## src/sv/cfifo_pkg.sv

```systemverilog
// Package for the circular FIFO with search.
// Holds operation and result codes, controller states and the
// command/status structs shared by the controller and datapath.
`default_nettype none

package cfifo_pkg;

    typedef enum logic [1:0] {
        FUNC_PUSH  = 2'd0,
        FUNC_POP   = 2'd1,
        FUNC_CLEAR = 2'd2,
        FUNC_FIND  = 2'd3
    } func_t;

    typedef enum logic [2:0] {
        ST_OK        = 3'd0,
        ST_FULL      = 3'd1,
        ST_EMPTY     = 3'd2,
        ST_FOUND     = 3'd3,
        ST_NOT_FOUND = 3'd4
    } status_t;

    typedef enum logic {
        S_IDLE = 1'b0,
        S_RUN  = 1'b1
    } state_t;

    // controller -> datapath
    typedef struct packed {
        logic    load;     // take a request, read the head entry
        logic    advance;  // read the next entry of a find
        logic    push;
        logic    pop;
        logic    clear;
        logic    emit;     // write the output register
        status_t code;
    } cmd_t;

    // datapath -> controller
    typedef struct packed {
        func_t func;
        logic  empty;
        logic  full;
        logic  match;      // entry under the scan equals the search word
        logic  last;       // entry under the scan is the tail-most live one
        logic  out_free;   // output register can take a result this cycle
    } stat_t;

endpackage

`default_nettype wire

```

## src/sv/cfifo_ctrl.sv

```systemverilog
// Controller of the circular FIFO with search.
// Sequences one request at a time; depends on cfifo_pkg.
`default_nettype none

module cfifo_ctrl
    import cfifo_pkg::*;
(
    input  wire   clk,
    input  wire   rst_n,
    input  wire   in_valid,
    output logic  in_stall,
    input  stat_t stat,
    output cmd_t  cmd
);

    state_t state_reg;
    state_t state_next;

    always_ff @(posedge clk or negedge rst_n)
    begin
        if (!rst_n)
        begin
            state_reg <= S_IDLE;
        end
        else
        begin
            state_reg <= state_next;
        end
    end

    always_comb
    begin
        state_next = state_reg;
        cmd        = '0;
        cmd.code   = ST_OK;
        in_stall   = 1'b1;
        unique case (state_reg)
            S_IDLE:
            begin
                in_stall = 1'b0;
                if (in_valid)
                begin
                    cmd.load   = 1'b1;
                    state_next = S_RUN;
                end
            end
            S_RUN:
            begin
                unique case (stat.func)
                    FUNC_PUSH:
                    begin
                        if (stat.out_free)
                        begin
                            cmd.emit = 1'b1;
                            if (stat.full)
                            begin
                                cmd.code = ST_FULL;
                            end
                            else
                            begin
                                cmd.push = 1'b1;
                            end
                        end
                    end
                    FUNC_POP:
                    begin
                        if (stat.out_free)
                        begin
                            cmd.emit = 1'b1;
                            if (stat.empty)
                            begin
                                cmd.code = ST_EMPTY;
                            end
                            else
                            begin
                                cmd.pop = 1'b1;
                            end
                        end
                    end
                    FUNC_CLEAR:
                    begin
                        if (stat.out_free)
                        begin
                            cmd.emit  = 1'b1;
                            cmd.clear = 1'b1;
                            cmd.code  = stat.empty ? ST_EMPTY : ST_OK;
                        end
                    end
                    FUNC_FIND:
                    begin
                        priority if (stat.empty)
                        begin
                            cmd.emit = stat.out_free;
                            cmd.code = ST_EMPTY;
                        end
                        else if (stat.match)
                        begin
                            cmd.emit = stat.out_free;
                            cmd.code = ST_FOUND;
                        end
                        else if (stat.last)
                        begin
                            cmd.emit = stat.out_free;
                            cmd.code = ST_NOT_FOUND;
                        end
                        else
                        begin
                            cmd.advance = 1'b1;
                        end
                    end
                    default:
                    begin
                        cmd.emit = 1'b0;
                    end
                endcase
                if (cmd.emit)
                begin
                    state_next = S_IDLE;
                end
            end
            default:
            begin
                state_next = S_IDLE;
            end
        endcase
    end

endmodule

`default_nettype wire

```

## src/sv/cfifo_dp.sv

```systemverilog
// Datapath of the circular FIFO with search: slot memory, pointers,
// fill count, scan walker and output register. Depends on cfifo_pkg.
`default_nettype none

module cfifo_dp
    import cfifo_pkg::*;
#(
    parameter int DEPTH = 8
)
(
    input  wire                clk,
    input  wire                rst_n,
    input  wire  [1:0]         func,
    input  wire  signed [31:0] value,
    input  cmd_t               cmd,
    output stat_t              stat,
    output logic               out_valid,
    input  wire                out_stall,
    output logic [2:0]         status,
    output logic signed [31:0] data,
    output logic [3:0]         position
);

    localparam int PW = $clog2(DEPTH);
    localparam int CW = $clog2(DEPTH + 1);

    logic signed [31:0] mem [DEPTH];

    logic [PW-1:0]      head_reg, head_next;
    logic [PW-1:0]      tail_reg, tail_next;
    logic [CW-1:0]      count_reg, count_next;
    logic [PW-1:0]      scan_ptr_reg, scan_ptr_next;
    logic [PW-1:0]      scan_k_reg, scan_k_next;
    func_t              func_reg;
    logic signed [31:0] val_reg;
    logic signed [31:0] rd_data_reg;
    logic               out_valid_reg;
    logic [2:0]         status_reg;
    logic signed [31:0] data_reg;
    logic [3:0]         position_reg;

    logic [PW-1:0]      rd_addr;
    logic               rd_en;
    logic [CW-1:0]      k_plus1;
    logic [CW+3:0]      pos_wide;

    function automatic logic [PW-1:0] wrap_inc(input logic [PW-1:0] p);
        logic [PW-1:0] r;
        if (p == PW'(DEPTH - 1))
        begin
            r = '0;
        end
        else
        begin
            r = p + PW'(1);
        end
        return r;
    endfunction

    // read port: head on a new request, then one entry a cycle during a find
    assign rd_addr = cmd.load ? head_reg : scan_ptr_reg;
    assign rd_en   = cmd.load | cmd.advance;

    always_ff @(posedge clk)
    begin
        if (cmd.push)
        begin
            mem[tail_reg] <= val_reg;
        end
        if (rd_en)
        begin
            rd_data_reg <= mem[rd_addr];
        end
    end

    always_comb
    begin
        head_next     = head_reg;
        tail_next     = tail_reg;
        count_next    = count_reg;
        scan_ptr_next = scan_ptr_reg;
        scan_k_next   = scan_k_reg;
        if (cmd.load)
        begin
            scan_ptr_next = wrap_inc(head_reg);
            scan_k_next   = '0;
        end
        if (cmd.advance)
        begin
            scan_ptr_next = wrap_inc(scan_ptr_reg);
            scan_k_next   = scan_k_reg + PW'(1);
        end
        if (cmd.push)
        begin
            tail_next  = wrap_inc(tail_reg);
            count_next = count_reg + CW'(1);
        end
        if (cmd.pop)
        begin
            head_next  = wrap_inc(head_reg);
            count_next = count_reg - CW'(1);
        end
        if (cmd.clear)
        begin
            head_next  = '0;
            tail_next  = '0;
            count_next = '0;
        end
    end

    always_ff @(posedge clk or negedge rst_n)
    begin
        if (!rst_n)
        begin
            head_reg      <= '0;
            tail_reg      <= '0;
            count_reg     <= '0;
            scan_ptr_reg  <= '0;
            scan_k_reg    <= '0;
            func_reg      <= FUNC_PUSH;
            out_valid_reg <= 1'b0;
        end
        else
        begin
            head_reg     <= head_next;
            tail_reg     <= tail_next;
            count_reg    <= count_next;
            scan_ptr_reg <= scan_ptr_next;
            scan_k_reg   <= scan_k_next;
            if (cmd.load)
            begin
                func_reg <= func_t'(func);
            end
            if (cmd.emit)
            begin
                out_valid_reg <= 1'b1;
            end
            else if (!out_stall)
            begin
                out_valid_reg <= 1'b0;
            end
        end
    end

    // position is carried modulo 16
    assign k_plus1  = CW'(scan_k_reg) + CW'(1);
    assign pos_wide = {4'b0000, k_plus1};

    always_ff @(posedge clk)
    begin
        if (cmd.load)
        begin
            val_reg <= value;
        end
        if (cmd.emit)
        begin
            status_reg   <= cmd.code;
            data_reg     <= cmd.pop ? rd_data_reg : 32'sd0;
            position_reg <= (cmd.code == ST_FOUND) ? pos_wide[3:0] : 4'd0;
        end
    end

    always_comb
    begin
        stat.func     = func_reg;
        stat.empty    = (count_reg == '0);
        stat.full     = (count_reg == CW'(DEPTH));
        stat.match    = (rd_data_reg == val_reg);
        stat.last     = (k_plus1 >= count_reg);
        stat.out_free = !out_valid_reg || !out_stall;
    end

    assign out_valid = out_valid_reg;
    assign status    = status_reg;
    assign data      = data_reg;
    assign position  = position_reg;

endmodule

`default_nettype wire

```

## src/sv/circular_fifo_with_search_top.sv

```systemverilog
// Top level of the circular FIFO with search.
// Joins cfifo_ctrl and cfifo_dp; depends on cfifo_pkg.
//
//  channel | direction | handshake           | payload
//  --------+-----------+---------------------+-------------------------
//  in      | to block  | in_valid / in_stall | func, value
//  out     | from block| out_valid/out_stall | status, data, position
//
// One request at a time: the next is accepted only once the last result is
// written. Push, pop and clear reach the output register from the run state
// after the accept. Find compares entries in order from the head and reaches
// it on a match, on the tail-most live entry or at once on an empty queue; the
// single memory read port walks one entry a cycle. A new request is taken while
// a result waits in the output register.
// Reset is asynchronous, active low; slot contents are not cleared.
// A stalled output holds the request in progress until the register frees.
`default_nettype none

module circular_fifo_with_search_top
    import cfifo_pkg::*;
#(
    parameter int DEPTH = 8
)
(
    input  wire                clk,
    input  wire                rst_n,
    input  wire                in_valid,
    output logic               in_stall,
    input  wire  [1:0]         func,
    input  wire  signed [31:0] value,
    output logic               out_valid,
    input  wire                out_stall,
    output logic [2:0]         status,
    output logic signed [31:0] data,
    output logic [3:0]         position
);

    cmd_t  cmd;
    stat_t stat;

    cfifo_ctrl u_ctrl (
        .clk      (clk),
        .rst_n    (rst_n),
        .in_valid (in_valid),
        .in_stall (in_stall),
        .stat     (stat),
        .cmd      (cmd)
    );

    cfifo_dp #(
        .DEPTH (DEPTH)
    ) u_dp (
        .clk       (clk),
        .rst_n     (rst_n),
        .func      (func),
        .value     (value),
        .cmd       (cmd),
        .stat      (stat),
        .out_valid (out_valid),
        .out_stall (out_stall),
        .status    (status),
        .data      (data),
        .position  (position)
    );

endmodule

`default_nettype wire

```

## config.mk

```make
export PLATFORM = sky130hd
export DESIGN_NAME = circular_fifo_with_search_top
export DESIGN_NICKNAME = d
export VERILOG_FILES = /design/src/sv/cfifo_pkg.sv /design/src/sv/cfifo_ctrl.sv /design/src/sv/cfifo_dp.sv /design/src/sv/circular_fifo_with_search_top.sv
export SDC_FILE = /design/constraint.sdc
export NUM_CORES = 1
export LEC_CHECK = 0
export ABC_AREA = 1
export BUFFER_PORTS_ARGS = -buffer_cell sky130_fd_sc_hd__buf_4
export CAP_MARGIN = 20
export CORE_MARGIN = 2
export CORE_UTILIZATION = 40
export DETAILED_ROUTE_END_ITERATION = 7
export SYNTH_ARGS = -nofsm -noshare
export SYNTH_HDL_FRONTEND = slang
export SYNTH_SLANG_ARGS = --single-unit
```

## constraint.sdc

```tcl
create_clock -name clk -period 2.7 [get_ports clk]
set_clock_uncertainty 0.05 [all_clocks]
set_input_delay 0.27 -clock clk [delete_from_list [all_inputs] [get_ports clk]]
set_output_delay 0.27 -clock clk [all_outputs]
set_load 0.02 [all_outputs]
```

==> flow_summary.ini, run 1 <==
[synthesis]
synth_nets = 1232
syn_avg_cell_area_um2 = 12.9
ys_seq_elements = 379
yosys_warnings = 0
seq_area_frac_synth_pct = 74.3
synth.distinct_cells = 32
syn_inst = 1175
syn_area_um2 = 15200

[final_layout]
fin_nets = 1372
utilization_pct = 48.8
multi_input_area_um2 = 3350
top_register = u_dp.mem
largest_reg_flops = 256
area_growth_pct = 20.4
final_cell_area_um2 = 18300
regArea_um2 = 11300
diodes = 0
nFillCells = 3366
drive_gt1_share_pct = 14.4

[cts]
clk_latency_ps = 540
clock-sinks = 379
cts_made_buffers = 39
tritoncts = yes
cts_buffer_depth = 3
postCtsSetupBuffers = 0
htreeDepth = 2
cts.reportedPaths.clkPinSlew_ps = 60
clock-root-buffer = clkbuf_16

[hold_path]
hp-class = in -> async

[timing]
rsz0062_at_grt = false
maxSlewHeadroom_pct = 63.1
setup_slack_ps = 198
hold_viol = 0
fin_crit_ps = 2500
setup_viol = 0
maxSlewViolCount = 0
finalCritPeriodShare_pct = 92.7
fin_hold_ws_ps = 113
tightest_slew_ps = 553
max_freq_ghz = 0.400

[worst_setup_path]
crit_type = reg -> reg
r2r_cells = 13
crit_arrival_ps = 2680
crit_path_start_kind = flop
cp-end-kind = flop
required_ps = 2870
crit_fanout = 24

[global_route]
grt_overflow = 0
grt_pass1_wl_um = 50700
track_usage_pct = 17.0
antenna_found_initial = 0
grt_pass1_vias = 8809
grt_max_degree = 129

[drt]
first_pass_iters = 5
via_count = 9126
drt-initial-drc-count = 599
antenna_left = 0
drc = 0
viasPerCell = 4.92
post_drt_wl_per_cell_um = 17.9
drt_wl_total_um = 33200

[floorplan]
dieHeight_um = 199
dieArea_um2 = 39500
rows = 71
io-pin-count = 79
die_w_um = 199
coreArea_um2 = 37500
start_util_pct = 40.5

[placement]
post-place-ws_ps = 184
place.gp.congestion = 0.771
dpl_cell_area_um2 = 16600
port_buffers = 78
dpl.hpwl_um = 18200

[run]
maxCapViolCount = 0

[power]
p_leak_nw = 6.64
ir_drop_mv = 0.709
power_density_nw_per_um2 = 1140

[status]
status = finished, final reports clean
==> synth_stat cells, drive strengths merged <==
library cell	n	area [um2]
nand2	90	350
nor3	5	25.0
xor2	1	8.76
ha	18	225
a31oi	32	200
or2	1	6.26
o22ai	36	225
a211oi	1	7.51
o31ai	1	7.51
edfxtp	359	10800
inv	76	288
clkbuf	20	75.1
nor2	286	1080
nand3b	1	7.51
nand3	16	85.1
a21oi	7	35.0
o21ai	147	747
buf	31	283
fa	1	20.0
and3	1	6.26
dfrtp	20	500
xnor2	25	219
==> logic make-up after synthesis <==
kind of cell | share of synthesized area [%]
adder cells (fa/ha/maj) | 1.62
XOR/XNOR | 1.50
AO/OA/AOI/OAI | 8.05
AND/OR/NAND/NOR | 10.3
buffers and inverters | 4.25
flip-flops | 74.3
==> metrics by stage <==
stage	instances	total power, mW	TNS (ps)
2_1_floorplan	1175	13.3	-50640
3_3_place_gp	1748	15.6	0
3_5_place_dp	1748	15.7	0
4_1_cts	1853	21.1	0
5_1_grt	1853	22.2	0
6_report	1853	20.9	0
==> layout by cell type (no fill, tap or decap), types with 2 or more instances in the layout <==
cell type	instances
o22ai_1	36
o21ai_1	36
o21ai_4	3
clkinv_2	3
nand3_1	15
a31oi_1	32
inv_1	69
o21ai_0	108
clkbuf_8	3
clkbuf_16	40
dlygate4sd3_1	37
edfxtp_1	359
xnor2_1	24
clkbuf_1	11
nand2_1	85
buf_12	19
inv_2	4
clkinvlp_4	2
nor2_1	277
nor3_1	5
nand2_2	4
nor2_4	9
a21oi_1	7
ha_1	18
dfrtp_1	19
buf_4	94
clkinv_1	5
bufinv_16	4
==> where the power goes <==
part,leakage [nW],switching (mW),internal (mW)
Clock,0.611,2.14,3.19
Sequential,3.55,0.636,8.06
Combinational,2.48,4.42,2.45
==> per-layer routing <==
metal | wire length [um] | part of all wire (%) | vias up | GRT usage, %
met4 | 609 | 1.8 | 0 | 4.95
met3 | 1310 | 3.9 | 50 | 2.66
met1 | 15200 | 46 | 4482 | 22.9
li1 | - | - | 4424 | -
met5 | 0 | 0 | - | 0
met2 | 16100 | 48 | 170 | 28.6
==> worst paths after layout <==
kind	startpoint	end	slack, ps
setup / recovery	u_dp.scan_k_reg[0]$_DFFE_PN0P_	u_dp.data[10]$_SDFFCE_PN0P_	200
hold / removal	rst_n	u_ctrl.state_reg$_DFF_PN0_	110
setup reg to reg	u_dp.scan_k_reg[0]$_DFFE_PN0P_	u_dp.data[10]$_SDFFCE_PN0P_	200
hold reg to reg	u_dp.out_valid$_DFFE_PN0P_	u_dp.out_valid$_DFFE_PN0P_	500
max in group asynchronous	rst_n	u_dp.scan_k_reg[0]$_DFFE_PN0P_	2240
min in group clk	value[23]	u_dp.val_reg[23]$_DFFE_PP_	400
==> area by class of cell <==
class | instances | share of cell area [%]
Timing Repair Buffer | 150 | 7.96
Tap cell | 511 | 3.50
Inverter | 76 | 1.60
Multi-Input combinational cell | 669 | 18.3
Clock inverter | 14 | 0.992
Clock buffer | 54 | 5.93
Sequential cell | 379 | 61.7
==> critical path, stage by stage, from the launching register on <==
cell        delay [ps]
dfrtp_2            450
ha_1               350
ha_1               310
inv_1               40
nor2_1              90
nor2_1              40
o21ai_0            130
nor2_1              70
nand3_1            100
nand2_1             70
nand2_1             90
nand2_2             80
clkinvlp_4         130
buf_12             190
==> timing repair <==
action                                 in CTS  in global routing
gates resized for setup                     0                  3
setup endpoints to repair                   0                 65
hold buffers                               37                  0
endpoints found under the hold margin      56                  0
No activity file was read; power rests on OpenSTA's default activity.
==> inputs of run 2 (changes only) <==
--- a/config.mk
+++ b/config.mk
@@ -11,6 +11,8 @@
 export CORE_MARGIN = 2
 export CORE_UTILIZATION = 40
 export DETAILED_ROUTE_END_ITERATION = 7
+export SETUP_SLACK_MARGIN = 0.3
+export SLEW_MARGIN = 5
 export SYNTH_ARGS = -nofsm -noshare
 export SYNTH_HDL_FRONTEND = slang
 export SYNTH_SLANG_ARGS = --single-unit
==> flow_summary.ini, run 2 (same netlist as run 1, synthesis figures left out) <==
[status]
status = finished, final reports clean

[hold_path]
hp-class = in -> async

[worst_setup_path]
crit_arrival_ps = 2700
cp-end-kind = flop
crit_type = reg -> reg
required_ps = 2930
critPathTopFamily = simple AND/OR/NAND/NOR gates
crit_fanout = 9
slowest_delay_ps = 410
cp_num_buf_inv = 4
cpMaxStageDelayCell = dfrtp_1
crit_chain = ha_4 > xnor2_4 > inv_2 > ha_4 > a21oi_2 > o21ai_1 > nor2_1 > nand3_1 > nand2_1 > nand2_2 > nand2_2 > clkinvlp_4 > buf_6 > buf_12
crit_path_start_kind = flop

[power]
p_leak_nw = 6.79
fin_total_pwr_mw = 21.5
ir_drop_mv = 0.824
power_density_nw_per_um2 = 1160

[cts]
htreeDepth = 2
clk_latency_ps = 530
clock-root-buffer = clkbuf_16
cts_made_buffers = 38
cts_buffer_depth = 3
tritoncts = yes
clock-sinks = 379
cts.reportedPaths.clkPinSlew_ps = 60

[placement]
place.gp.congestion = 0.802
dpl.hpwl_um = 18600
port_buffers = 78
dp.cells = 1757

[global_route]
grt_pass1_vias = 8987
grt_overflow = 0
antenna_found_initial = 0
grt_pass1_wl_um = 52800
grt_max_degree = 96
track_usage_pct = 17.8

[floorplan]
dieHeight_um = 199
io-pin-count = 79
rows = 71
dieArea_um2 = 39500
die_w_um = 199
start_util_pct = 40.5
coreArea_um2 = 37500

[drt]
via_count = 9380
drt_wl_total_um = 35000
post_drt_wl_per_cell_um = 18.6
antenna_left = 0
viasPerCell = 4.98
first_pass_iters = 6
drc = 0
drt-initial-drc-count = 934

[final_layout]
layout_common_cells = 359 x edfxtp_1, 277 x nor2_1, 120 x buf_4
diodes = 0
fin_nets = 1401
drive_gt1_share_pct = 16.8
top_register = u_dp.mem
layout_commonest_cell = edfxtp_1
largest_reg_flops = 256
utilization_pct = 49.7
stdcell_count = 1884
area_growth_pct = 22.8

[run]
maxCapViolCount = 0

[timing]
maxSlewHeadroom_pct = 64.9
maxSlewViolCount = 0
fin_hold_ws_ps = 132
fin_crit_ps = 2470
hold_viol = 0
finalCritPeriodShare_pct = 91.4
tns_ps = 0
setup_viol = 0
max_freq_ghz = 0.405
rsz0062_at_grt = true
tightest_slew_ps = 526
run 2: cell types whose count changed in the layout (fill, tap and decap cells not counted), sizes merged:
| cell | change |
|---|---|
| buf | +26 |
| clkbuf | -1 |
| clkinv | +5 |
| clkinvlp | -1 |
| inv | -1 |
| nand2 | +3 |
run 2: final timing paths:
check	from	endpoint	slack (ps)	depth (start not counted)
worst min register to register	u_dp.out_valid$_DFFE_PN0P_	u_dp.out_valid$_DFFE_PN0P_	540	2
worst min-delay path	rst_n	u_dp.count_reg[2]$_DFFE_PN0P_	130	2
max in group asynchronous	rst_n	u_dp.head_reg[1]$_DFFE_PN0P_	2230	2
worst max register to register	u_dp.scan_k_reg[0]$_DFFE_PN0P_	u_dp.data[31]$_SDFFCE_PN0P_	230	14
worst max-delay path	u_dp.scan_k_reg[0]$_DFFE_PN0P_	u_dp.data[31]$_SDFFCE_PN0P_	230	14
min in group clk	value[29]	u_dp.val_reg[29]$_DFFE_PP_	410	2
run 2: through the flow:
step                area (um2)  setup WS [ps]
finish                   18600            232
global route             18600           73.4
detailed placement       16600            141
floorplan                15200           -228
global placement         16600            211
CTS                      18500            227
run 2: report_power, final:
group          leakage [nW]  switching, mW  internal (mW)
Clock                 0.608           2.15           3.17
Sequential             3.55          0.543           8.05
Combinational          2.63           4.83           2.79
run 2: final cells by class:
| type | instances | area [um2] |
|---|---|---|
| well taps | 511 | 639 |
| multi-input cells | 672 | 3530 |
| inverters | 76 | 298 |
| repair buffers | 177 | 1640 |
| fillers | 3265 | 18900 |
| flip-flops and latches | 379 | 11300 |
| clock buffers | 52 | 1080 |
| clock inverters | 17 | 176 |
run 2: repair_timing:
action,4_1_cts,5_1_grt
cloned,4,2
setup endpoints to repair,71,130
resized for setup,7,18
setup buffers,12,3
pin swaps,5,6
hold endpoints to repair,56,0
hold buffers,37,0
run 2: per-layer routing:
metal  track usage, %  vias to the layer above  part of all wire, %
met5                0                        -                    0
met4             4.70                        0                  1.7
met3             3.20                       47                  5.9
met2             29.1                      264                   48
met1             24.7                     4573                   45
li1                 -                     4496                    -
==> inputs of run 3 (changes only) <==
--- a/config.mk
+++ b/config.mk
@@ -5,7 +5,6 @@
 export SDC_FILE = /design/constraint.sdc
 export NUM_CORES = 1
 export LEC_CHECK = 0
-export ABC_AREA = 1
 export BUFFER_PORTS_ARGS = -buffer_cell sky130_fd_sc_hd__buf_4
 export CAP_MARGIN = 20
 export CORE_MARGIN = 2
==> constraint.sdc (replaced) <==
create_clock -name clk -period 2.9 [get_ports clk]
set_clock_uncertainty 0.05 [all_clocks]
set_input_delay 0.29 -clock clk [delete_from_list [all_inputs] [get_ports clk]]
set_output_delay 0.29 -clock clk [all_outputs]
set_load 0.02 [all_outputs]
==> flow_summary.ini, run 3 <==
[global_route]
antenna_found_initial = 0
grt_pass1_wl_um = 46100
grt_pass1_vias = 7321
track_usage_pct = 16.4
grt_overflow = 0
grt_max_degree = 43

[power]
p_leak_nw = 6.42
intPower_mw = 13.3
power_density_nw_per_um2 = 1030
ir_drop_mv = 0.543
pwr-share-comb_pct = 29.7
net-switching-power_mw = 5.62
fin_total_pwr_mw = 18.9
swShare_pct = 29.7
seqPwrFrac_pct = 43.1
p_clk_share_pct = 27.2

[worst_setup_path]
cp-end-kind = flop
crit_chain = xnor2_2 > nand4_1 > nor4_4 > buf_4 > nand2_1 > a31oi_4 > buf_12
r2r_start = u_dp.val_reg[10]$_DFFE_PP_
crit_arrival_ps = 2710
r2r_slack_ps = 360
required_ps = 3070
startpoint = u_dp.val_reg[10]$_DFFE_PP_
r2r_cells = 7
crit_fanout = 24
r2r_end = u_dp.data[29]$_SDFFCE_PN0P_
cpMaxStageDelayCell = edfxtp_1
crit_type = reg -> reg
crit_path_start_kind = flop
slowest_delay_ps = 520

[final_layout]
layout_commonest_cell = edfxtp_1
top_register = u_dp.mem
diodes = 0
drive_gt1_share_pct = 35.7
area_growth_pct = 24.4
stdcell_count = 1403
layout_common_cells = 359 x edfxtp_1, 126 x buf_4, 64 x mux4_2
fin_nets = 961
nFillCells = 2993
final_cell_area_um2 = 18300
largest_reg_flops = 256

[timing]
setup_slack_ps = 365
setup_viol = 0
rsz0062_at_grt = true
maxSlewHeadroom_pct = 58.4
fin_hold_ws_ps = 143
fin_crit_ps = 2540
maxSlewViolCount = 0
tightest_slew_ps = 624
finalCritPeriodShare_pct = 87.4
hold_viol = 0
max_freq_ghz = 0.394

[cts]
tritoncts = yes
clock-sinks = 379
clk_latency_ps = 530
clock-root-buffer = clkbuf_16
cts_made_buffers = 40
cts_buffer_depth = 3
cts.reportedPaths.clkPinSlew_ps = 60
htreeDepth = 2

[drt]
first_pass_iters = 5
drc = 0
viasPerCell = 5.13
drt_wl_total_um = 30800
via_count = 7196
post_drt_wl_per_cell_um = 21.9
drt-initial-drc-count = 600
antenna_left = 0

[floorplan]
die_w_um = 196
io-pin-count = 79
rows = 70
dieHeight_um = 196
coreArea_um2 = 36400
dieArea_um2 = 38300
start_util_pct = 40.3

[synthesis]
yosys_most_used_dff = edfxtp_1
syn_inst = 713
seq_area_frac_synth_pct = 76.7
synth_area_leaders = edfxtp_1 73%, mux4_2 9.8%, dfrtp_1 3.4%, mux2_2 2.6%, xnor2_1 2.0%
yosysTopAreaCellShare_pct = 73.3
synth_nets = 770
yosysTopAreaCell = edfxtp_1
yosysMostFrequentCell = edfxtp_1
synth_edf_count = 359
synth.distinct_cells = 42
ys_seq_elements = 379
synthArstFlopShare_pct = 5.28
yosys_warnings = 0
syn_avg_cell_area_um2 = 20.6
syn_area_um2 = 14700
synth_common_cells = 359 x edfxtp_1, 64 x mux4_2, 34 x and2_1, 34 x mux2_2, 34 x xnor2_1

[placement]
port_buffers = 78
dpl.hpwl_um = 17000
dp.cells = 1266
post-place-ws_ps = 54.7
dpl_cell_area_um2 = 16200
place.gp.congestion = 0.732

[status]
status = finished, final reports clean

[run]
maxCapViolCount = 0

[hold_path]
hp-class = in -> async
run 3: changes by cell type in the layout (fill, tap and decap cells not counted), moves of 9 or more:
cell,change
o21ai_1,-37
nor2_1,-266
mux4_2,+64
nand3_1,-11
mux2_2,+34
nand2_1,-59
a31oi_1,-32
o22ai_1,-36
inv_1,-59
xnor2_2,+12
nand4_1,+9
and2_1,+34
o21ai_0,-101
run 3: routing by layer:
metal / share of wire [%] / vias to the layer above / GRT usage [%]
li1: - / 3240 / -
met1: 46 / 3751 / 23.5
met2: 48 / 168 / 26.9
met3: 4.0 / 37 / 2.30
met4: 1.6 / 0 / 3.76
met5: 0 / - / 0
run 3: power by group through the flow:
stage | clock network [mW] | registers (mW) | logic (mW)
global route | 5.45 | 8.25 | 6.08
detailed placement | 0 | 8.26 | 5.26
global placement | 0 | 8.24 | 5.21
finish | 5.13 | 8.15 | 5.62
CTS | 5.24 | 8.17 | 5.63
floorplan | 0 | 8.40 | 3.17
run 3: metrics by stage:
step | util (%) | setup TNS, ps
floorplan | - | -7750
global placement | 44.4 | 0
detailed placement | 44.4 | 0
CTS | 49.6 | 0
global route | 50.2 | 0
finish | 50.2 | 0
run 3: cell type report:
| type | instances | area, um2 | area share [%] |
|---|---|---|---|
| clock buffer | 51 | 1080 | 5.93 |
| clock inverter | 22 | 241 | 1.32 |
| inverter | 10 | 40.0 | 0.219 |
| multi-input combinational | 301 | 3540 | 19.3 |
| sequential | 379 | 11300 | 61.7 |
| tap | 468 | 586 | 3.20 |
| timing repair buffer | 172 | 1510 | 8.27 |
run 3: cells by family after synthesis:
family	share of synthesized area, %
xor+xnor	2.09
flops	76.7
mux	12.7
buf+inv	1.35
fa+ha+maj	1.67
simple gates	3.98
compound gates	1.48
run 3: timing repair:
item,4_1_cts,5_1_grt
setup buffers,5,20
hold endpoints to repair,56,0
cloned,2,0
endpoints found under the setup margin,112,109
hold buffers,37,0
gates resized for setup,15,13
pin swaps,0,4
run 3: critical path: cells and delay by family (launching register included):
| family | cells | cell delay (ps) |
|---|---|---|
| DFF | 1 | 520 |
| and+or+nand+nor | 3 | 690 |
| buffers and inverters | 2 | 400 |
| AOI/OAI and AO/OA | 1 | 260 |
| xor gates and xnor gates | 1 | 290 |
run 3: worst max path at each step:
stage	cells after the start	end
after floorplan	6	u_dp.data[0]$_SDFFCE_PN0P_
after global placement	8	u_dp.rd_data_reg[20]$_DFFE_PP_
after global routing	8	u_dp.rd_data_reg[11]$_DFFE_PP_
after CTS	7	u_dp.position[2]$_SDFFCE_PP0P_
final	7	u_dp.data[29]$_SDFFCE_PN0P_
after detailed placement	8	u_dp.rd_data_reg[22]$_DFFE_PP_
